<file path="src/bmsfr_pkg.sv">
`timescale 1ns / 1ps
// ----------------------------------------------------------------------------
// bmsfr_pkg
// Shared types and constants for the monitor frame receiver and cell stats.
// ----------------------------------------------------------------------------
package bmsfr_pkg;

  // Frame geometry
  localparam int unsigned FRAME_LEN = 72;
  localparam int unsigned MAX_CELLS = 24;
  localparam int unsigned CNT_W     = 8;
  localparam int unsigned CELL_W    = 5;
  localparam int unsigned SUM_W     = 21;

  // Header bytes
  localparam logic [7:0] HDR_BYTE0 = 8'hEB;
  localparam logic [7:0] HDR_BYTE1 = 8'h90;
  localparam logic [7:0] HDR_BYTE3 = 8'hFF;

  // Payload byte positions
  localparam logic [CNT_W-1:0] POS_AVG_LO   = 8'd3;
  localparam logic [CNT_W-1:0] POS_ERR      = 8'd8;
  localparam logic [CNT_W-1:0] POS_BAL_LO   = 8'd12;
  localparam logic [CNT_W-1:0] POS_BAL_ACT  = 8'd17;
  localparam logic [CNT_W-1:0] POS_CELLS    = 8'd18;
  localparam logic [CNT_W-1:0] POS_CELL0_LO = 8'd20;
  localparam logic [CNT_W-1:0] POS_TEMP_LO  = 8'd68;
  localparam logic [CNT_W-1:0] LAST_POS     = CNT_W'(FRAME_LEN - 1);

  // Configuration
  localparam int unsigned CFG_ADDR_W = 2;
  localparam int unsigned CFG_DATA_W = 16;
  localparam logic [CFG_ADDR_W-1:0] REG_TIMEOUT    = 2'd0;
  localparam logic [CFG_ADDR_W-1:0] REG_SLAVE_ADDR = 2'd1;
  localparam logic [15:0] TIMEOUT_RST = 16'd500;

  typedef enum logic [1:0] {
    FUNC_BYTE = 2'd0,
    FUNC_TICK = 2'd1,
    FUNC_ARM  = 2'd2
  } func_t;

  typedef enum logic [1:0] {
    ST_OK       = 2'd0,
    ST_CHKSUM   = 2'd1,
    ST_TIMEOUT  = 2'd2
  } status_t;

  typedef struct packed {
    logic [1:0] func;
    logic [7:0] rx_byte;
  } in_item_t;

  typedef struct packed {
    logic [1:0]        status;
    logic [15:0]       avg_cell_mv;
    logic [7:0]        error_bits;
    logic [15:0]       balance_current;
    logic [7:0]        balance_active;
    logic [CELL_W-1:0] cell_count;
    logic [SUM_W-1:0]  cell_sum_mv;
    logic [15:0]       min_cell_mv;
    logic [CELL_W-1:0] min_cell_index;
    logic [15:0]       max_cell_mv;
    logic [CELL_W-1:0] max_cell_index;
    logic signed [15:0] temperature;
  } out_item_t;

  typedef struct packed {
    logic                  wr;
    logic [CFG_ADDR_W-1:0] addr;
    logic [CFG_DATA_W-1:0] wdata;
  } cfg_wr_t;

endpackage

</file>
<file path="src/bmsfr_if.sv">
`timescale 1ns / 1ps
// ----------------------------------------------------------------------------
// bmsfr channel interfaces
// Valid/ready channels for input beats, result beats and register writes.
// ----------------------------------------------------------------------------
interface bmsfr_in_if;
  logic       valid;
  logic       ready;
  logic [1:0] func;
  logic [7:0] rx_byte;

  modport source (output valid, output func, output rx_byte, input ready);
  modport sink   (input valid, input func, input rx_byte, output ready);
endinterface

interface bmsfr_out_if;
  logic        valid;
  logic        ready;
  logic [1:0]  status;
  logic [15:0] avg_cell_mv;
  logic [7:0]  error_bits;
  logic [15:0] balance_current;
  logic [7:0]  balance_active;
  logic [4:0]  cell_count;
  logic [20:0] cell_sum_mv;
  logic [15:0] min_cell_mv;
  logic [4:0]  min_cell_index;
  logic [15:0] max_cell_mv;
  logic [4:0]  max_cell_index;
  logic signed [15:0] temperature;

  modport source (output valid, output status, output avg_cell_mv, output error_bits,
                  output balance_current, output balance_active, output cell_count,
                  output cell_sum_mv, output min_cell_mv, output min_cell_index,
                  output max_cell_mv, output max_cell_index, output temperature,
                  input ready);
  modport sink   (input valid, input status, input avg_cell_mv, input error_bits,
                  input balance_current, input balance_active, input cell_count,
                  input cell_sum_mv, input min_cell_mv, input min_cell_index,
                  input max_cell_mv, input max_cell_index, input temperature,
                  output ready);
endinterface

interface bmsfr_cfg_if;
  logic        valid;
  logic        ready;
  logic [1:0]  addr;
  logic [15:0] wdata;

  modport source (output valid, output addr, output wdata, input ready);
  modport sink   (input valid, input addr, input wdata, output ready);
endinterface

</file>
<file path="src/bmsfr_in_stage.sv">
`timescale 1ns / 1ps
// ----------------------------------------------------------------------------
// bmsfr_in_stage
// Input register: holds one accepted beat until the frame core takes it.
// ----------------------------------------------------------------------------
module bmsfr_in_stage (
  input  logic                 clk,
  input  logic                 rst_n,
  input  logic                 in_valid,
  output logic                 in_ready,
  input  bmsfr_pkg::in_item_t  in_item,
  input  logic                 take,      // core consumes the held beat
  output logic                 hold_valid,
  output bmsfr_pkg::in_item_t  hold_item
);
  import bmsfr_pkg::*;

  logic     valid_r;
  in_item_t item_r;

  // Free when empty or when the held beat leaves this cycle
  assign in_ready   = !valid_r || take;
  assign hold_valid = valid_r;
  assign hold_item  = item_r;

  always_ff @(posedge clk) begin
    if (!rst_n) begin
      valid_r <= 1'b0;
    end else if (in_ready) begin
      valid_r <= in_valid;
    end
  end

  always_ff @(posedge clk) begin
    if (in_ready && in_valid) begin
      item_r <= in_item;
    end
  end

endmodule

</file>
<file path="src/bmsfr_core.sv">
`timescale 1ns / 1ps
// ----------------------------------------------------------------------------
// bmsfr_core
// Frame state: header search, checksum, payload field capture, cell stats,
// tick timeout and the configuration registers.
// ----------------------------------------------------------------------------
module bmsfr_core (
  input  logic                 clk,
  input  logic                 rst_n,
  input  bmsfr_pkg::cfg_wr_t   cfg_wr,
  input  logic                 step,      // one beat processed this cycle
  input  bmsfr_pkg::in_item_t  item,
  output logic                 res_vld,
  output bmsfr_pkg::out_item_t res
);
  import bmsfr_pkg::*;

  typedef enum logic [2:0] {
    HDR_EB      = 3'd0,
    HDR_90      = 3'd1,
    HDR_ADDR    = 3'd2,
    HDR_FF      = 3'd3,
    HDR_PAYLOAD = 3'd4
  } hdr_t;

  // Configuration registers
  logic [15:0] timeout_r;
  logic [7:0]  slave_addr_r;

  // Receive state
  logic              armed_r,     armed_nxt;
  hdr_t              hdr_r,       hdr_nxt;
  logic [CNT_W-1:0]  cnt_r,       cnt_nxt;
  logic [7:0]        csum_r,      csum_nxt;
  logic [15:0]       tick_r,      tick_nxt;
  logic [7:0]        hi_r,        hi_nxt;
  logic [15:0]       avg_r,       avg_nxt;
  logic [7:0]        err_r,       err_nxt;
  logic [15:0]       bal_cur_r,   bal_cur_nxt;
  logic [7:0]        bal_act_r,   bal_act_nxt;
  logic [CELL_W-1:0] cells_r,     cells_nxt;
  logic [SUM_W-1:0]  cell_sum_r,  cell_sum_nxt;
  logic [15:0]       min_r,       min_nxt;
  logic [15:0]       max_r,       max_nxt;
  logic [CELL_W-1:0] min_idx_r,   min_idx_nxt;
  logic [CELL_W-1:0] max_idx_r,   max_idx_nxt;
  logic [15:0]       temp_r,      temp_nxt;

  logic [7:0]        b;
  logic [15:0]       word;
  logic [15:0]       tick_inc;
  logic              hdr_match;
  logic [CNT_W-1:0]  cell_off;
  logic [CNT_W-2:0]  cell_n;
  logic              cell_hit;
  logic [CELL_W-1:0] cell_idx;

  assign b        = item.rx_byte;
  assign word     = {hi_r, b};
  assign tick_inc = tick_r + 16'd1;
  assign cell_off = cnt_r - POS_CELL0_LO;
  assign cell_n   = cell_off[CNT_W-1:1];
  assign cell_idx = CELL_W'(cell_n + 1'b1);
  assign cell_hit = (cnt_r >= POS_CELL0_LO) && !cell_off[0] &&
                    (cell_n < (CNT_W-1)'(cells_r));

  // Header byte match for the current search position
  always_comb begin
    unique case (hdr_r)
      HDR_EB:   hdr_match = (b == HDR_BYTE0);
      HDR_90:   hdr_match = (b == HDR_BYTE1);
      HDR_ADDR: hdr_match = (b == slave_addr_r);
      HDR_FF:   hdr_match = (b == HDR_BYTE3);
      default:  hdr_match = 1'b0;
    endcase
  end

  // Next state and result for one beat
  always_comb begin
    armed_nxt    = armed_r;
    hdr_nxt      = hdr_r;
    cnt_nxt      = cnt_r;
    csum_nxt     = csum_r;
    tick_nxt     = tick_r;
    hi_nxt       = hi_r;
    avg_nxt      = avg_r;
    err_nxt      = err_r;
    bal_cur_nxt  = bal_cur_r;
    bal_act_nxt  = bal_act_r;
    cells_nxt    = cells_r;
    cell_sum_nxt = cell_sum_r;
    min_nxt      = min_r;
    max_nxt      = max_r;
    min_idx_nxt  = min_idx_r;
    max_idx_nxt  = max_idx_r;
    temp_nxt     = temp_r;
    res_vld      = 1'b0;
    res          = '0;

    if (step) begin
      case (func_t'(item.func))
        FUNC_ARM: begin
          armed_nxt    = 1'b1;
          hdr_nxt      = HDR_EB;
          cnt_nxt      = '0;
          csum_nxt     = '0;
          tick_nxt     = '0;
          hi_nxt       = '0;
          avg_nxt      = '0;
          err_nxt      = '0;
          bal_cur_nxt  = '0;
          bal_act_nxt  = '0;
          cells_nxt    = '0;
          cell_sum_nxt = '0;
          min_nxt      = 16'hFFFF;
          max_nxt      = '0;
          min_idx_nxt  = '0;
          max_idx_nxt  = '0;
          temp_nxt     = '0;
        end
        FUNC_TICK: begin
          if (armed_r) begin
            tick_nxt = tick_inc;
            if (tick_inc >= timeout_r) begin
              res_vld    = 1'b1;
              res.status = ST_TIMEOUT;
              armed_nxt  = 1'b0;
            end
          end
        end
        FUNC_BYTE: begin
          if (armed_r) begin
            if (hdr_r != HDR_PAYLOAD) begin
              // Header search: every byte counts in the checksum
              csum_nxt = csum_r + b;
              if (hdr_match) begin
                hdr_nxt = hdr_t'(hdr_r + 3'd1);
              end
            end else if (cnt_r == LAST_POS) begin
              // Checksum byte closes the frame
              res_vld   = 1'b1;
              armed_nxt = 1'b0;
              if (b == csum_r) begin
                res.status          = ST_OK;
                res.avg_cell_mv     = avg_r;
                res.error_bits      = err_r;
                res.balance_current = bal_cur_r;
                res.balance_active  = bal_act_r;
                res.cell_count      = cells_r;
                res.cell_sum_mv     = cell_sum_r;
                res.min_cell_mv     = min_r;
                res.min_cell_index  = min_idx_r;
                res.max_cell_mv     = max_r;
                res.max_cell_index  = max_idx_r;
                res.temperature     = temp_r;
              end else begin
                res.status = ST_CHKSUM;
              end
            end else begin
              csum_nxt = csum_r + b;
              cnt_nxt  = cnt_r + 1'b1;
              hi_nxt   = b;
              // Field capture by payload position
              case (cnt_r)
                POS_AVG_LO:  avg_nxt     = word;
                POS_ERR:     err_nxt     = b;
                POS_BAL_LO:  bal_cur_nxt = word;
                POS_BAL_ACT: bal_act_nxt = b;
                POS_CELLS:   cells_nxt   = (b > 8'(MAX_CELLS)) ? CELL_W'(MAX_CELLS)
                                                               : b[CELL_W-1:0];
                POS_TEMP_LO: temp_nxt    = word;
                default: ;
              endcase
              // Cell statistics on the low byte of each cell word
              if (cell_hit) begin
                cell_sum_nxt = cell_sum_r + SUM_W'(word);
                if (word <= min_r) begin
                  min_nxt     = word;
                  min_idx_nxt = cell_idx;
                end
                if (word >= max_r) begin
                  max_nxt     = word;
                  max_idx_nxt = cell_idx;
                end
              end
            end
          end
        end
        default: ;
      endcase
    end
  end

  // Configuration registers
  always_ff @(posedge clk) begin
    if (!rst_n) begin
      timeout_r    <= TIMEOUT_RST;
      slave_addr_r <= '0;
    end else if (cfg_wr.wr) begin
      unique case (cfg_wr.addr)
        REG_TIMEOUT:    timeout_r    <= cfg_wr.wdata;
        REG_SLAVE_ADDR: slave_addr_r <= cfg_wr.wdata[7:0];
        default: ;
      endcase
    end
  end

  // Receive state registers
  always_ff @(posedge clk) begin
    if (!rst_n) begin
      armed_r    <= 1'b0;
      hdr_r      <= HDR_EB;
      cnt_r      <= '0;
      csum_r     <= '0;
      tick_r     <= '0;
      hi_r       <= '0;
      avg_r      <= '0;
      err_r      <= '0;
      bal_cur_r  <= '0;
      bal_act_r  <= '0;
      cells_r    <= '0;
      cell_sum_r <= '0;
      min_r      <= 16'hFFFF;
      max_r      <= '0;
      min_idx_r  <= '0;
      max_idx_r  <= '0;
      temp_r     <= '0;
    end else begin
      armed_r    <= armed_nxt;
      hdr_r      <= hdr_nxt;
      cnt_r      <= cnt_nxt;
      csum_r     <= csum_nxt;
      tick_r     <= tick_nxt;
      hi_r       <= hi_nxt;
      avg_r      <= avg_nxt;
      err_r      <= err_nxt;
      bal_cur_r  <= bal_cur_nxt;
      bal_act_r  <= bal_act_nxt;
      cells_r    <= cells_nxt;
      cell_sum_r <= cell_sum_nxt;
      min_r      <= min_nxt;
      max_r      <= max_nxt;
      min_idx_r  <= min_idx_nxt;
      max_idx_r  <= max_idx_nxt;
      temp_r     <= temp_nxt;
    end
  end

`ifndef ASSERT_OFF
  a_cnt_range: assert property (@(posedge clk) disable iff (!rst_n)
    cnt_r <= LAST_POS)
    else $error("payload count past frame end");

  a_cnt_hdr: assert property (@(posedge clk) disable iff (!rst_n)
    (cnt_r != '0) |-> (hdr_r == HDR_PAYLOAD))
    else $error("payload counted before header complete");

  a_res_armed: assert property (@(posedge clk) disable iff (!rst_n)
    res_vld |-> armed_r)
    else $error("result while not armed");

  a_disarm: assert property (@(posedge clk) disable iff (!rst_n)
    res_vld |=> !armed_r)
    else $error("receiver still armed after result");

  a_idx: assert property (@(posedge clk) disable iff (!rst_n)
    (min_idx_r <= cells_r) && (max_idx_r <= cells_r))
    else $error("cell index beyond cell count");
`endif

endmodule

</file>
<file path="src/bmsfr_out_stage.sv">
`timescale 1ns / 1ps
// ----------------------------------------------------------------------------
// bmsfr_out_stage
// Result register: holds one result beat until the sink takes it.
// ----------------------------------------------------------------------------
module bmsfr_out_stage (
  input  logic                 clk,
  input  logic                 rst_n,
  input  logic                 res_vld,
  input  bmsfr_pkg::out_item_t res,
  output logic                 free,      // register can take a result now
  output logic                 out_valid,
  input  logic                 out_ready,
  output bmsfr_pkg::out_item_t out_item
);
  import bmsfr_pkg::*;

  logic      valid_r;
  out_item_t item_r;

  assign free      = !valid_r || out_ready;
  assign out_valid = valid_r;
  assign out_item  = item_r;

  always_ff @(posedge clk) begin
    if (!rst_n) begin
      valid_r <= 1'b0;
    end else if (free) begin
      valid_r <= res_vld;
    end
  end

  always_ff @(posedge clk) begin
    if (free && res_vld) begin
      item_r <= res;
    end
  end

endmodule

</file>
<file path="src/bms_frame_receiver_cell_stats_unit.sv">
`timescale 1ns / 1ps
// ----------------------------------------------------------------------------
// bms_frame_receiver_cell_stats_unit
// Battery monitor answer receiver with per-frame cell statistics.
// ----------------------------------------------------------------------------
// The unit takes one beat per clock (received byte, time tick or arm) and
// sustains one beat per cycle while the result side keeps up. A beat is held
// in the input register, the frame core computes its next state and result
// from it combinationally, and a result (ok, checksum error or timeout, at
// most one per armed receive) is loaded into the result register once that
// register is free: the beat passes the input register and then the result
// register before out valid rises. The only stall source is a result beat
// held in the output register; the input register still takes one beat
// behind it.
// Configuration writes are taken every cycle and should be made while idle.
// ----------------------------------------------------------------------------
module bms_frame_receiver_cell_stats_unit (
  input  logic       clk,
  input  logic       rst_n,
  bmsfr_in_if.sink   in_ch,
  bmsfr_out_if.source out_ch,
  bmsfr_cfg_if.sink  cfg_ch
);
  import bmsfr_pkg::*;

  in_item_t  in_item;
  in_item_t  hold_item;
  logic      hold_valid;
  logic      out_free;
  logic      step;
  logic      res_vld;
  out_item_t res;
  out_item_t out_item;
  cfg_wr_t   cfg_wr;

  // Register writes always accepted
  assign cfg_ch.ready = 1'b1;
  assign cfg_wr.wr    = cfg_ch.valid;
  assign cfg_wr.addr  = cfg_ch.addr;
  assign cfg_wr.wdata = cfg_ch.wdata;

  assign in_item.func    = in_ch.func;
  assign in_item.rx_byte = in_ch.rx_byte;

  // Core advances whenever a beat is held and the result register has room
  assign step = hold_valid && out_free;

  bmsfr_in_stage u_in (
    .clk        (clk),
    .rst_n      (rst_n),
    .in_valid   (in_ch.valid),
    .in_ready   (in_ch.ready),
    .in_item    (in_item),
    .take       (out_free),
    .hold_valid (hold_valid),
    .hold_item  (hold_item)
  );

  bmsfr_core u_core (
    .clk     (clk),
    .rst_n   (rst_n),
    .cfg_wr  (cfg_wr),
    .step    (step),
    .item    (hold_item),
    .res_vld (res_vld),
    .res     (res)
  );

  bmsfr_out_stage u_out (
    .clk       (clk),
    .rst_n     (rst_n),
    .res_vld   (res_vld),
    .res       (res),
    .free      (out_free),
    .out_valid (out_ch.valid),
    .out_ready (out_ch.ready),
    .out_item  (out_item)
  );

  assign out_ch.status          = out_item.status;
  assign out_ch.avg_cell_mv     = out_item.avg_cell_mv;
  assign out_ch.error_bits      = out_item.error_bits;
  assign out_ch.balance_current = out_item.balance_current;
  assign out_ch.balance_active  = out_item.balance_active;
  assign out_ch.cell_count      = out_item.cell_count;
  assign out_ch.cell_sum_mv     = out_item.cell_sum_mv;
  assign out_ch.min_cell_mv     = out_item.min_cell_mv;
  assign out_ch.min_cell_index  = out_item.min_cell_index;
  assign out_ch.max_cell_mv     = out_item.max_cell_mv;
  assign out_ch.max_cell_index  = out_item.max_cell_index;
  assign out_ch.temperature     = out_item.temperature;

endmodule

</file>
<file path="src/flat_wrapper.sv">
// flat-port wrapper written by rule: the top's interface ports become plain ports
module bms_frame_receiver_cell_stats_unit_flat import bmsfr_pkg::*;
  (clk, rst_n, in_ch_valid, in_ch_func, in_ch_rx_byte, in_ch_ready, out_ch_valid, out_ch_status, out_ch_avg_cell_mv, out_ch_error_bits, out_ch_balance_current, out_ch_balance_active, out_ch_cell_count, out_ch_cell_sum_mv, out_ch_min_cell_mv, out_ch_min_cell_index, out_ch_max_cell_mv, out_ch_max_cell_index, out_ch_temperature, out_ch_ready, cfg_ch_valid, cfg_ch_addr, cfg_ch_wdata, cfg_ch_ready);
  bmsfr_in_if in_ch_i ();
  bmsfr_out_if out_ch_i ();
  bmsfr_cfg_if cfg_ch_i ();
  input  logic clk;
  input  logic rst_n;
  input wire logic [$bits(in_ch_i.valid)-1:0] in_ch_valid;
  input wire logic [$bits(in_ch_i.func)-1:0] in_ch_func;
  input wire logic [$bits(in_ch_i.rx_byte)-1:0] in_ch_rx_byte;
  output wire logic [$bits(in_ch_i.ready)-1:0] in_ch_ready;
  output wire logic [$bits(out_ch_i.valid)-1:0] out_ch_valid;
  output wire logic [$bits(out_ch_i.status)-1:0] out_ch_status;
  output wire logic [$bits(out_ch_i.avg_cell_mv)-1:0] out_ch_avg_cell_mv;
  output wire logic [$bits(out_ch_i.error_bits)-1:0] out_ch_error_bits;
  output wire logic [$bits(out_ch_i.balance_current)-1:0] out_ch_balance_current;
  output wire logic [$bits(out_ch_i.balance_active)-1:0] out_ch_balance_active;
  output wire logic [$bits(out_ch_i.cell_count)-1:0] out_ch_cell_count;
  output wire logic [$bits(out_ch_i.cell_sum_mv)-1:0] out_ch_cell_sum_mv;
  output wire logic [$bits(out_ch_i.min_cell_mv)-1:0] out_ch_min_cell_mv;
  output wire logic [$bits(out_ch_i.min_cell_index)-1:0] out_ch_min_cell_index;
  output wire logic [$bits(out_ch_i.max_cell_mv)-1:0] out_ch_max_cell_mv;
  output wire logic [$bits(out_ch_i.max_cell_index)-1:0] out_ch_max_cell_index;
  output wire logic [$bits(out_ch_i.temperature)-1:0] out_ch_temperature;
  input wire logic [$bits(out_ch_i.ready)-1:0] out_ch_ready;
  input wire logic [$bits(cfg_ch_i.valid)-1:0] cfg_ch_valid;
  input wire logic [$bits(cfg_ch_i.addr)-1:0] cfg_ch_addr;
  input wire logic [$bits(cfg_ch_i.wdata)-1:0] cfg_ch_wdata;
  output wire logic [$bits(cfg_ch_i.ready)-1:0] cfg_ch_ready;
  assign in_ch_i.valid = in_ch_valid;
  assign in_ch_i.func = in_ch_func;
  assign in_ch_i.rx_byte = in_ch_rx_byte;
  assign in_ch_ready = in_ch_i.ready;
  assign out_ch_valid = out_ch_i.valid;
  assign out_ch_status = out_ch_i.status;
  assign out_ch_avg_cell_mv = out_ch_i.avg_cell_mv;
  assign out_ch_error_bits = out_ch_i.error_bits;
  assign out_ch_balance_current = out_ch_i.balance_current;
  assign out_ch_balance_active = out_ch_i.balance_active;
  assign out_ch_cell_count = out_ch_i.cell_count;
  assign out_ch_cell_sum_mv = out_ch_i.cell_sum_mv;
  assign out_ch_min_cell_mv = out_ch_i.min_cell_mv;
  assign out_ch_min_cell_index = out_ch_i.min_cell_index;
  assign out_ch_max_cell_mv = out_ch_i.max_cell_mv;
  assign out_ch_max_cell_index = out_ch_i.max_cell_index;
  assign out_ch_temperature = out_ch_i.temperature;
  assign out_ch_i.ready = out_ch_ready;
  assign cfg_ch_i.valid = cfg_ch_valid;
  assign cfg_ch_i.addr = cfg_ch_addr;
  assign cfg_ch_i.wdata = cfg_ch_wdata;
  assign cfg_ch_ready = cfg_ch_i.ready;
  bms_frame_receiver_cell_stats_unit u_core (.clk(clk), .rst_n(rst_n), .in_ch(in_ch_i), .out_ch(out_ch_i), .cfg_ch(cfg_ch_i));
endmodule
</file>
<file path="config.mk">
export PLATFORM = sky130hd
export DESIGN_NAME = bms_frame_receiver_cell_stats_unit_flat
export DESIGN_NICKNAME = d
export VERILOG_FILES = /design/src/bmsfr_pkg.sv /design/src/bmsfr_if.sv /design/src/bmsfr_in_stage.sv /design/src/bmsfr_core.sv /design/src/bmsfr_out_stage.sv /design/src/bms_frame_receiver_cell_stats_unit.sv /design/src/flat_wrapper.sv
export SDC_FILE = /design/constraint.sdc
export NUM_CORES = 1
export LEC_CHECK = 0
export ABC_CLOCK_PERIOD_IN_PS = 39700
export BUFFER_PORTS_ARGS = -buffer_cell sky130_fd_sc_hd__buf_2
export CAP_MARGIN = 20
export CORE_MARGIN = 1.5
export CORE_UTILIZATION = 45
export CTS_BUF_LIST = sky130_fd_sc_hd__clkbuf_2 sky130_fd_sc_hd__clkbuf_4 sky130_fd_sc_hd__clkbuf_8
export DETAILED_ROUTE_END_ITERATION = 16
export PLACE_DENSITY = 0.69
export SLEW_MARGIN = 15
export SYNTH_ARGS = -nofsm -noshare
export SYNTH_HDL_FRONTEND = slang
export SYNTH_SLANG_ARGS = --single-unit
</file>
<file path="constraint.sdc">
create_clock -name clk -period 39.7 [get_ports clk]
set_input_delay 1.985 -clock clk [delete_from_list [all_inputs] [get_ports clk]]
set_output_delay 1.985 -clock clk [all_outputs]
set_load 0.01 [all_outputs]
</file>
# --- After elaboration in Yosys (flattened, before gate mapping) ---
# Index checks and enable logic that the tools add are counted.
totals:
  input_bits: 33
  elab_cells: 221
  ff_bits: 346
op_classes:
  n_lt_le_gt_ge: 6
  muxes: 100
  n_addsub: 7
  eq_ne: 35
  n_bitwise: 5
  n_reduce_logical: 33
ops:
  columns: ["cell", "count"]
  rows:
  - ["133-bit two-way mux", 3]
  - ["16-bit two-way mux", 23]
  - ["16-bit one-hot mux with 2 select lines", 6]
  - ["8-bit two-way mux", 17]
  - ["132-bit two-way mux", 1]
  - ["21-bit two-way mux", 4]
  - ["8-bit one-hot mux with 2 select lines", 5]
  - ["5-bit two-way mux", 15]
  - ["21-bit one-hot mux with 2 select lines", 1]
  - ["6-bit AND reduction", 7]
  - ["16-bit greater-or-equal comparator", 2]
  - ["5-bit one-hot mux with 2 select lines", 3]
  - ["8-bit equality test (second input constant)", 3]
  - ["21-bit by 16-bit adder with 21-bit output", 1]
  - ["2-bit != test (second input constant)", 9]
  - ["16-bit by 1-bit adder with 16-bit output (second input constant)", 1]
  - ["8-bit by 4-bit equality test with 1-bit output (second input constant)", 2]
  - ["8-bit by 5-bit equality test with 1-bit output (second input constant)", 2]
  - ["8-bit by 7-bit equality test with 1-bit output (second input constant)", 2]
  - ["8-bit equality test", 2]
  - ["16-bit less-or-equal comparator", 1]
  - ["7-bit AND reduction", 2]
  - ["1-bit two-way mux", 12]
  - ["2-bit by 1-bit != test with 1-bit output (second input constant)", 6]
  - ["34 further kinds", 56]

# --- Longest topological paths before layout ---
logic_depth:
  word_depth: 9
  mapped_depth: 13
  depth_no_buf: 12

# --- By module ---
# Synthesis repeated with hierarchy kept, for this count alone.
unflattened:
  cells_unflattened: 1685
  hier_area_um2: 16320.7
modules_own_cells:
  columns: ["module", "instances", "area_per_inst_um2", "cells_each"]
  rows:
  - ["bmsfr_core", 1, 11863.9, 1528]
  - ["bmsfr_out_stage", 1, 4081.4, 139]
  - ["bmsfr_in_stage", 1, 357.8, 15]
  - ["bms_frame_receiver_cell_stats_unit", 1, 17.5, 3]

# --- Worst setup path after synthesis ---
# Ideal clock, no wire load.
synth_timing:
  path_kind: "input -> register"
  startpoint: "in out_ch_ready"
  endpoint: "reg u_core.u_out.item_r, in the netlist u_core.u_out.out_item[0] (enable)"
  cell_stages: 4
  arrival_time_ps: 12089
  n_path_buf: 0
  path_slack_ps: 26791
  required_ps: 38881
  path_cell_list: "nand2b_1 and2_1 nand2_1 nor3b_1"
synth_between:
  elab_chain_cells: 4
synth_rtl:
  columns: ["element", "line", "source"]
  rows:
  - ["start, declared", "flat_wrapper.sv:26", "input wire logic [$bits(out_ch_i.ready)-1:0] out_ch_ready;"]
  - ["1-bit logical OR *", "bmsfr_out_stage.sv:21", "assign free = !valid_r || out_ready;"]
  - ["1-bit logical AND", "bms_frame_receiver_cell_stats_unit.sv:46", "assign step = hold_valid && out_free;"]
  - ["1-bit two-way mux", "bmsfr_core.sv:100", "if (step) begin"]
  - ["1-bit logical AND *", "bmsfr_out_stage.sv:34", "if (free && res_vld) begin"]
  - ["end signal, assigned", "bmsfr_out_stage.sv:35", "item_r <= res;"]
  - ["end, declared", "bmsfr_out_stage.sv:19", "out_item_t item_r;"]
# Mark *: on every way between the ends. The rest lies on a longest branch, timed or not.
# A chain may end at the register's enable or synchronous reset.

# --- Worst setup path after layout ---
layout_timing:
  startpoint: "in out_ch_ready"
  endpoint: "out in_ch_ready"
layout_between:
  elab_chain_cells: 2
layout_rtl:
  columns: ["element", "line", "source"]
  rows:
  - ["1-bit logical OR", "bmsfr_out_stage.sv:21", null]
  - ["1-bit logical OR", "bmsfr_in_stage.sv:22", "assign in_ready = !valid_r || take;"]
  - ["end, declared", "flat_wrapper.sv:12", "output wire logic [$bits(in_ch_i.ready)-1:0] in_ch_ready;"]
# Every way passes these cells.

==> results.md <==
* Hold Buf Count CTS at 0
* CTS max path bufs at 3
* Max-slew violations at 0
* Post-DRT Antenna Nets at 0
* Yosys cell types at 71
* Setup_tns at 0 ns
* Syn Inst Count at 1653
* Total grt overflow at 0
* Critical Path RT at 37.72 ns
* Die Span Y at 192.6 µm
* FMAX at 223.2 MHz
* Initial core utilization at 45.59%
* CTS root buf: clkbuf_8
* Initial antenna violation count at 0
* Io pins at 170
* Layout cells sized above 1 at 16.57%
* Area delta synth->final at 14.52%
* CTS tree: done
* Rel. slew slack at 28.47%
* ANT cells at 0
* Die ar. at 37100 µm²
* Fill count at 3259
* Register area share after synthesis at 51.72%
* Drt first pass iters at 7
* P_leak at 6.783 nW
* Final hold vios at 0
* Crit. Startpoint: out_ch_ready
* Vias in the first global route at 12295
* #FFs+latches synth at 346
* Mapped Avg Cell Area at 9.787 µm²
* Clock skew at 0.02469 ns
* Worst setup SP type: primary input
* Final WL at 40700 µm
* RSZ-0062 raised after global routing: false
* DIE WIDTH at 192.6 µm
* Fin util at 52.22%
* Wire length of the first global-routing pass at 63820 µm
* Detailed placer's ending HPWL at 27150 µm
* Power Dens Cells at 39.66 nW/µm²
* Overall Global Routing Usage at 21.71%
* DRC errors left at 0
* Hold_sp: u_core.u_core.timeout_r[13]$_SDFFE_PN0P_
* Total power at 0.0007347 W
* CP arrival at 2.49 ns
* Synth Cell Area at 16180 µm²
* Worst-path clk slew at 0.05 ns
* Setup-failing EPs final at 0
* CTS Sinks at 346
* Global placer's final weighted congestion at 0.8815
* Slew @ Worst Pin at 1.073 ns
* EDFF count, synth at 144
* H-tree depth at 2
* # nets final at 1922
* Hold slack at 0.4558 ns
* Mapped Nets at 1780
* Tmin final at 4.479 ns
* TritonCTS buffer count at 56
* R2R Path Start: u_core.u_core.tick_r[0]$_SDFFE_PN0P_
* # resized after CTS at 0
* Status: finished clean
* DR WL/cell at 17.68 µm
* Postcts setup bufs at 0
* Largest net degree at the start of global routing at 100
* Tcrit/Tclk final at 11.28%
* Drt initial violations at 948
* Critical Path Fanout Max at 3
* Number of synthesis warnings at 0
* Async SR Flop Fraction at 0%
* Placeable Area at 35480 µm²
* WS Path Type: primary input to output pin
* Max VDD drop at 0.02742 mV
* Hold Path Class: register to register
* Via density per instance at 5.532
* # Max-Cap Violations at 0
* Critical Path End Type: output pin
* Clock Latency Late Sink at 0.63 ns
* DR vias at 12735
* PortBufs at 168
* Top_reg_cell synth: dfxtp_1
* Num rows at 69
-- cells in the mapped netlist, drive strengths merged (17+ instances only) --
cell | number | area share (%)
nor3 | 49 | 1.5
nor2 | 149 | 3.5
nand4 | 25 | 0.97
nor4 | 19 | 0.73
inv | 71 | 1.6
ha | 92 | 7.1
xor2 | 22 | 1.2
a31oi | 49 | 1.9
xnor2 | 30 | 1.6
nor2b | 17 | 0.66
nand3 | 101 | 3.2
buf | 17 | 0.72
a22oi | 26 | 1.2
a21o | 22 | 1.0
mux2i | 18 | 1.1
a21oi | 93 | 2.9
dfxtp | 202 | 25
edfxtp | 144 | 27
clkbuf | 85 | 2.0
nand2 | 126 | 2.9
and2 | 115 | 4.5
o21ai | 54 | 1.7
-- layer usage --
layer,part of all wire [%],GRT usage (%),up-vias
met3,7.0,3.728,90
li1,-,-,6191
met5,0,0,-
met2,45,34.63,445
met4,3.5,9.422,0
met1,44,28.95,6009
-- final cells by class --
cell class                 instances  area (µm²)  share of cell area [%]
sequential                       346        8368                   45.16
tap                              461       576.8                   3.113
clock inverter                    26       234.0                   1.263
inverter                          71       267.8                   1.445
multi-input combinational       1134        7144                   38.56
clock buffer                      78       960.9                   5.186
timing repair buffer             186       975.9                   5.267
-- where the power goes --
| part | internal (W) | leakage [nW] | switching (W) |
|---|---|---|---|
| clock | 0.000183 | 0.631 | 0.000145 |
| combinational | 0.00000974 | 3.50 | 0.0000219 |
| sequential | 0.000371 | 2.66 | 0.00000441 |
| total | 0.000564 | 6.78 | 0.000171 |
-- worst paths after layout --
check	end	slack, ns	depth (start not counted)
hold / removal	u_core.u_core.timeout_r[13]$_SDFFE_PN0P_	0.46	2
setup / recovery	in_ch_ready	35.22	4
setup reg to reg	u_core.u_out.out_item[84]$_SDFFCE_PP0P_	35.29	13
hold reg to reg	u_core.u_core.timeout_r[13]$_SDFFE_PN0P_	0.46	2
-- per-stage QoR --
step | std cells | worst slack (ns) | instance area, µm²
after floorplan | 1653 | 26.79 | 16180
after global placement | 2198 | 35.20 | 17330
after detailed placement | 2198 | 35.16 | 17330
after CTS | 2302 | 35.22 | 18530
after global routing | 2302 | 34.91 | 18530
final | 2302 | 35.22 | 18530
-- cells in the final DEF (no fill, tap or decap), drive strengths merged, types with 22 or more instances in the layout --
master and count:
a21o 22, a21oi 93, a22oi 26, a31oi 49
and2 115, buf 186, clkbuf 78, dfxtp 202
edfxtp 144, ha 92, inv 72, nand2 126
nand3 101, nand4 25, nor2 149, nor3 49
o21ai 54, xnor2 30, xor2 22
-- cell families (layout without fill, tap and decap cells) --
logic type | Yosys count | in the layout | share of synthesized area [%]
muxes | 18 | 18 | 1.114
DFF | 346 | 346 | 51.72
and+or+nand+nor | 649 | 649 | 20.04
buffers and inverters | 173 | 361 | 4.339
xor gates and xnor gates | 52 | 52 | 2.815
AOI/OAI and AO/OA | 320 | 320 | 12.58
adders and majority gates | 94 | 94 | 7.363
other | 1 | 1 | 0.02318
-- worst max-delay path, stage by stage --
cell	delay (ns)
buf_2	0.10
nor2b_1	0.18
nand2_1	0.09
buf_2	0.15
-- registers in the layout, summed over array words and instances, names as in the netlist, 10 cells and up --
register	count
u_core.u_core.min_r	16
u_core.u_core.avg_r	16
u_core.u_core.tick_r	16
u_core.u_core.max_r	16
u_core.u_core.timeout_r	16
u_core.u_core.bal_cur_r	16
u_core.u_core.temp_r	16
u_core.u_out.out_item	134
u_core.u_in.hold_item	10
u_core.u_core.cell_sum_r	21
Note: power is estimated with default switching activity, not from simulation.
